===== src/rtl/ddgp_pkg.sv =====
// ----------------------------------------------------------------------------
// ddgp_pkg: shared types and constants of the go-to-point controller
// Register indexes, reset values, CORDIC angle table and payload structs.
// ----------------------------------------------------------------------------
package ddgp_pkg;

   localparam int unsigned CordicSteps = 15;
   localparam int unsigned CsrIndexWidth = 3;

   localparam logic [CsrIndexWidth-1:0] CSR_ANGULAR_GAIN  = 3'd0;
   localparam logic [CsrIndexWidth-1:0] CSR_LINEAR_GAIN   = 3'd1;
   localparam logic [CsrIndexWidth-1:0] CSR_ANGULAR_LIMIT = 3'd2;
   localparam logic [CsrIndexWidth-1:0] CSR_LINEAR_LIMIT  = 3'd3;
   localparam logic [CsrIndexWidth-1:0] CSR_STOP_DISTANCE = 3'd4;
   localparam logic [CsrIndexWidth-1:0] CSR_ROBOT_RADIUS  = 3'd5;

   localparam logic [15:0] ANGULAR_GAIN_RESET  = 16'd4915;
   localparam logic [15:0] LINEAR_GAIN_RESET   = 16'd4096;
   localparam logic [15:0] ANGULAR_LIMIT_RESET = 16'd12288;
   localparam logic [15:0] LINEAR_LIMIT_RESET  = 16'd4096;
   localparam logic [15:0] STOP_DISTANCE_RESET = 16'd287;
   localparam logic [15:0] ROBOT_RADIUS_RESET  = 16'd287;

   localparam logic signed [25:0] GAIN_INV_Q24 = 26'sd10188014;
   localparam logic signed [18:0] PI_Q16 = 19'sd205887;

   typedef struct packed {
      logic signed [15:0] target_x;
      logic signed [15:0] target_y;
      logic signed [15:0] pose_x;
      logic signed [15:0] pose_y;
      logic signed [15:0] heading;
   } req_type;

   typedef struct packed {
      logic signed [15:0] right_speed;
      logic signed [15:0] left_speed;
      logic               arrived;
   } rsp_type;

   typedef struct packed {
      logic [15:0] angular_gain;
      logic [15:0] linear_gain;
      logic [15:0] angular_limit;
      logic [15:0] linear_limit;
      logic [15:0] stop_distance;
      logic [15:0] robot_radius;
   } csr_type;

   function automatic logic signed [17:0] atan_bam(input logic [3:0] i);
      case (i)
         4'd0:  atan_bam = 18'sd8192;
         4'd1:  atan_bam = 18'sd4836;
         4'd2:  atan_bam = 18'sd2555;
         4'd3:  atan_bam = 18'sd1297;
         4'd4:  atan_bam = 18'sd651;
         4'd5:  atan_bam = 18'sd326;
         4'd6:  atan_bam = 18'sd163;
         4'd7:  atan_bam = 18'sd81;
         4'd8:  atan_bam = 18'sd41;
         4'd9:  atan_bam = 18'sd20;
         4'd10: atan_bam = 18'sd10;
         4'd11: atan_bam = 18'sd5;
         4'd12: atan_bam = 18'sd3;
         4'd13: atan_bam = 18'sd1;
         4'd14: atan_bam = 18'sd1;
         default: atan_bam = 18'sd0;
      endcase
   endfunction

endpackage


===== src/rtl/ddgp_cordic_stage.sv =====
// ----------------------------------------------------------------------------
// ddgp_cordic_stage: one registered CORDIC micro-rotation of both engines
// Vectoring step for the bearing and rotation step for cos/sin of heading.
// ----------------------------------------------------------------------------
module ddgp_cordic_stage import ddgp_pkg::*; #(
   parameter int unsigned STEP = 0
) (
   input  logic               clock,
   input  logic               enable,
   input  logic signed [27:0] vx_in,
   input  logic signed [27:0] vy_in,
   input  logic signed [17:0] vz_in,
   input  logic signed [27:0] rx_in,
   input  logic signed [27:0] ry_in,
   input  logic signed [17:0] rz_in,
   output logic signed [27:0] vx_ff,
   output logic signed [27:0] vy_ff,
   output logic signed [17:0] vz_ff,
   output logic signed [27:0] rx_ff,
   output logic signed [27:0] ry_ff,
   output logic signed [17:0] rz_ff
);
   localparam logic [3:0] StepIdx = 4'(STEP);
   logic signed [17:0] ang;
   assign ang = atan_bam(StepIdx);

   always_ff @(posedge clock) begin
      if (enable) begin
         if (vy_in > 0) begin
            vx_ff <= vx_in + (vy_in >>> STEP);
            vy_ff <= vy_in - (vx_in >>> STEP);
            vz_ff <= vz_in + ang;
         end else begin
            vx_ff <= vx_in - (vy_in >>> STEP);
            vy_ff <= vy_in + (vx_in >>> STEP);
            vz_ff <= vz_in - ang;
         end
         if (rz_in >= 0) begin
            rx_ff <= rx_in - (ry_in >>> STEP);
            ry_ff <= ry_in + (rx_in >>> STEP);
            rz_ff <= rz_in - ang;
         end else begin
            rx_ff <= rx_in + (ry_in >>> STEP);
            ry_ff <= ry_in - (rx_in >>> STEP);
            rz_ff <= rz_in + ang;
         end
      end
   end
endmodule


===== config.mk =====
export PLATFORM = sky130hd
export DESIGN_NAME = ddgp_cordic_stage
export DESIGN_NICKNAME = d
export VERILOG_FILES = /design/src/rtl/ddgp_pkg.sv /design/src/rtl/ddgp_cordic_stage.sv
export SDC_FILE = /design/constraint.sdc
export NUM_CORES = 1
export LEC_CHECK = 0
export ABC_AREA = 1
export BUFFER_PORTS_ARGS = -buffer_cell sky130_fd_sc_hd__buf_2
export CORE_ASPECT_RATIO = 1.4
export CORE_MARGIN = 2
export CORE_UTILIZATION = 57
export DETAILED_ROUTE_END_ITERATION = 10
export PLACE_DENSITY = 0.81
export RECOVER_POWER = 100
export SLEW_MARGIN = 25
export SYNTH_ARGS = -nofsm -noshare
export SYNTH_HDL_FRONTEND = slang
export SYNTH_SLANG_ARGS = --single-unit

===== constraint.sdc =====
create_clock -name clock -period 2.4 [get_ports clock]
set_input_delay 0.12 -clock clock [delete_from_list [all_inputs] [get_ports clock]]
set_output_delay 0.12 -clock clock [all_outputs]
set_load 0.1 [all_outputs]

[Word level (Yosys, flattened, before mapping)]
Index checks and enable logic that the tools add are counted.
Storage, ports and cells
  flip-flop bits (word level): 148
  output and inout bits: 148
  word-level logic and storage cells: 24
Cells by class
  add/sub/neg operators: 10
  order comparisons: 2
  muxes and demuxes: 6
Operators by type and width (count)
  2-to-1 mux 28 bit: 4
  subtractor 28 bit: 4
  adder 28 bit: 2
  adder 18 x 15 -> 18 bit, second input constant: 2
  2-to-1 mux 18 bit: 2
  subtractor 18 x 15 -> 18 bit, second input constant: 2
  > comparator 28 x 1 -> 1 bit, second input constant: 1
  greater-or-equal comparator 18 x 1 -> 1 bit, second input constant: 1

[Depth between registers and ports, before layout]
  word-level depth: 2
  gate-level depth with buffers: 16
  depth with buffers taken out: 15

[Worst setup path after synthesis]
Ideal clock, no wire load.
  kind: input to register
  start point: input vy_in[1]
  end point: register vz_ff[17] (data pin)
  data arrival time: 1.835 ns
  required time: 2.128 ns
  setup slack: 0.293 ns
  stages: 14
  cells stage by stage: inv_1 > nand4_1 > nor2_1 > nand2_1 > nor2_1 > nor2_1 > inv_1 > buf_2 > buf_2 > ha_1 > a21oi_1 > nand2_1 > xnor2_1 > xor2_1
Between the ends
  cells in the longest elaborated chain, start to end: 2
RTL lines
  start: declaration: RTL line ddgp_cordic_stage.sv:11  | input logic signed [27:0] vy_in,
  > comparator 28 x 1 -> 1 bit: RTL line ddgp_cordic_stage.sv:29  | if (vy_in > 0) begin
  2-to-1 mux 18 bit: RTL line ddgp_cordic_stage.sv:29
  end signal: assignment: RTL line ddgp_cordic_stage.sv:32  | vz_ff <= vz_in + ang;
  end signal: assignment: RTL line ddgp_cordic_stage.sv:36  | vz_ff <= vz_in - ang;
  end: declaration: RTL line ddgp_cordic_stage.sv:18  | output logic signed [17:0] vz_ff,
Every way passes these cells.
A chain may end at the register's enable or synchronous reset.

[Final worst setup path]
  start point: input vy_in[26]
  end point: register vx_ff[8] (data pin)
Between the ends
  cells in the longest elaborated chain, start to end: 2
RTL lines
  > comparator 28 x 1 -> 1 bit: RTL line ddgp_cordic_stage.sv:29
  2-to-1 mux 28 bit: RTL line ddgp_cordic_stage.sv:29
  end signal: assignment: RTL line ddgp_cordic_stage.sv:30  | vx_ff <= vx_in + (vy_in >>> STEP);
  end signal: assignment: RTL line ddgp_cordic_stage.sv:34  | vx_ff <= vx_in - (vy_in >>> STEP);
  end: declaration: RTL line ddgp_cordic_stage.sv:16  | output logic signed [27:0] vx_ff,
Every way passes these cells.

==> flow_summary.yaml <==
synthesis:
  synth_edf_count: 146
  syn_area_um2: 17200
  synth_cell_type_count: 34
  netlist_top_cells_area: "edfxtp_1 (26%), nand2_1 (19%), ha_1 (13%)"
  synth_warnings: 0
  syn_area_per_cell_um2: 6.34
  yosysTopAreaCell: "edfxtp_1"
  ys_ff_latch: 146
  synth.most_common_cell: "nand2_1"
  synth_cells: 2712
  synth_ff_type: "edfxtp_1"
  netlist_top_cells_count: "nand2_1 (884), inv_1 (478), nand3_1 (271)"
  ys_seq_area_share_pct: 25.5
  syn_nets: 3046
  async_flop_share_pct: 0
  synth_top_area_share_pct: 25.5
floorplanning:
  initial_utilization_pct: 57.6
  fp-row-count: 75
  die_w_um: 151
  core_area_um2: 29800
  die_h_um: 209
  ios: 298
  dieArea_um2: 31600
sta:
  report.final.slew_viol_count: 62
  hold_viol: 0
  setup_viol: 0
  fin_crit_ns: 2.25
  setup-tns-final_ns: 0
  fin_crit_sh_pct: 93.9
  worst_pin_slew_ns: 1.71
  fmax_mhz: 444
  max-slew-margin-rel_pct: -14.0
drt:
  drc_errors: 0
  drt_wl_total_mm: 70.8
  routedWlPerCell_um: 20.2
  drt_iter0_markers: 1966
  vias: 20300
  first_pass_iters: 9
  routed_via_density: 5.78
  detail-route-antenna-nets: 0
hold_path:
  worstHoldPathType: "primary input to register"
layout:
  fin_util_pct: 68.3
  nets: 3445
  drive_gt1_share_pct: 9.16
  area_growth_pct: 18.6
clock_network:
  cts_buffer_depth: 2
  clk_pin_slew_ns: 0.07
  root_buffer: "clkbuf_16"
  cts_tree: "built"
  cts.sinks: 146
  numCtsBuffers: 17
  htree_levels: 4
placement:
  io_buffers: 297
  globalplace.congestion: 1.08
  dpl.hpwl_mm: 56.3
setup_path:
  startpoint_type: "primary input"
  worst-setup-path-type: "primary input to register"
  crit_arrival_ns: 2.54
  crit_fanout: 56
  required_ns: 2.69
  crit_path_end_kind: "register"
grt:
  track_usage_pct: 44.8
  antenna_found_initial: 3
  grt_pass1_vias: 20700
  grt_pass1_wl_mm: 107
  grt_max_degree: 61
  grt.overflow.total: 0
power:
  finalPower_mw: 12.9
  powerDensity_nw_per_um2: 634
  ir_drop_mv: 0.470
  total_leakage_power_nw: 11.0
run_status:
  status: "finished with violations"
  failed_checks: "capacitance limit, slew limit"
run:
  cap_violations: 2
-- cell families (layout without fill, tap and decap cells) --
family	Yosys count	in the layout	synth area share (%)
mux	5	5	0.291
buf+inv	551	962	12.9
other cells	0	1	0
simple gates	1448	1448	34.7
xor+xnor	57	57	2.90
flops	146	146	25.5
compound gates	321	321	9.95
fa+ha+maj	184	184	13.7
-- layout make-up --
type | count | area (um2)
well taps | 385 | 482
fillers | 2712 | 9460
diodes | 1 | 2.50
inverters | 480 | 1800
multi-input cells | 2015 | 10600
repair buffers | 451 | 2530
flip-flops and latches | 146 | 4380
clock inverters | 13 | 153
clock buffers | 18 | 429
-- final timing paths --
kind,slack [ns],endpoint,from,depth (start not counted)
max,0.15,vx_ff[8],vy_in[26],13
min,0.02,vz_ff[14],vz_in[14],2
-- where the power goes --
| group | internal (mW) | total, mW | switching [mW] |
|---|---|---|---|
| Sequential | 3.25 | 3.40 | 0.147 |
| Clock | 1.55 | 2.80 | 1.26 |
| Combinational | 1.45 | 6.72 | 5.28 |
| Total | 6.25 | 12.9 | 6.68 |
-- layer usage --
layer / wire (um) / GRT usage [%] / share of wire [%] / vias up
li1: - / - / - / 9416
met1: 21700 / 40.0 / 31 / 9039
met2: 34600 / 77.6 / 49 / 1281
met3: 5450 / 10.7 / 7.7 / 552
met4: 9030 / 47.9 / 13 / 4
met5: 60 / 0 / 0.085 / -
-- per-stage QoR --
stage / setup WS, ns / cells / hold WS (ns) / area, um2
2_1_floorplan: 0.293 / 2712 / 0.219 / 17200
3_3_place_gp: -0.0450 / 3448 / 0.297 / 19800
3_5_place_dp: -0.0378 / 3448 / 0.298 / 19800
4_1_cts: 0.177 / 3507 / 0.0224 / 20600
5_1_grt: -0.0215 / 3508 / 0.0532 / 20400
6_report: 0.146 / 3509 / 0.0233 / 20400
-- critical path: stages --
cell and delay (ns):
buf_2 0.10, inv_1 0.08, nand4_1 0.25, nor2_1 0.23
nand2_1 0.07, nor2_1 0.09, clkbuf_1 0.28, nor2_1 0.13
clkinv_1 0.10, clkbuf_1 0.23, buf_12 0.30, o21ai_0 0.26
o21ai_0 0.26
-- flip-flops by register name, summed over array words and instances, names as in the netlist --
name	flops
vx_ff	28
vy_ff	27
rx_ff	28
vz_ff	18
rz_ff	18
ry_ff	27
-- repair_timing --
| action | in CTS | in global routing |
|---|---|---|
| setup endpoints to repair | 0 | 3 |
| hold buffers | 28 | 0 |
| endpoints found under the hold margin | 28 | 0 |
| resized for setup | 0 | 3 |
| setup buffers | 0 | 1 |
-- cells in the final DEF (no fill, tap or decap), drive strengths merged, types with 2 or more instances in the layout --
master       Yosys  routed
nor2b            2       2
xnor2            2       2
inv            480     484
o21ai          110     110
mux2i            5       5
a21oi          166     166
o21a             3       3
buf             65     244
ha             176     176
nor4             5       5
and3             2       2
nor2           212     212
clkbuf           6     197
and2             3       3
xor2            55      55
fa               8       8
nand4           58      58
nand2          885     885
nand3          272     272
a31oi            7       7
clkinvlp         0       4
clkinv           0       3
a21o             2       2
o21bai          31      31
edfxtp         146     146
nor3             7       7
a21boi           2       2
dlygate4sd3      0      28
bufinv           0       2
Note: power is estimated with default switching activity, not from simulation.
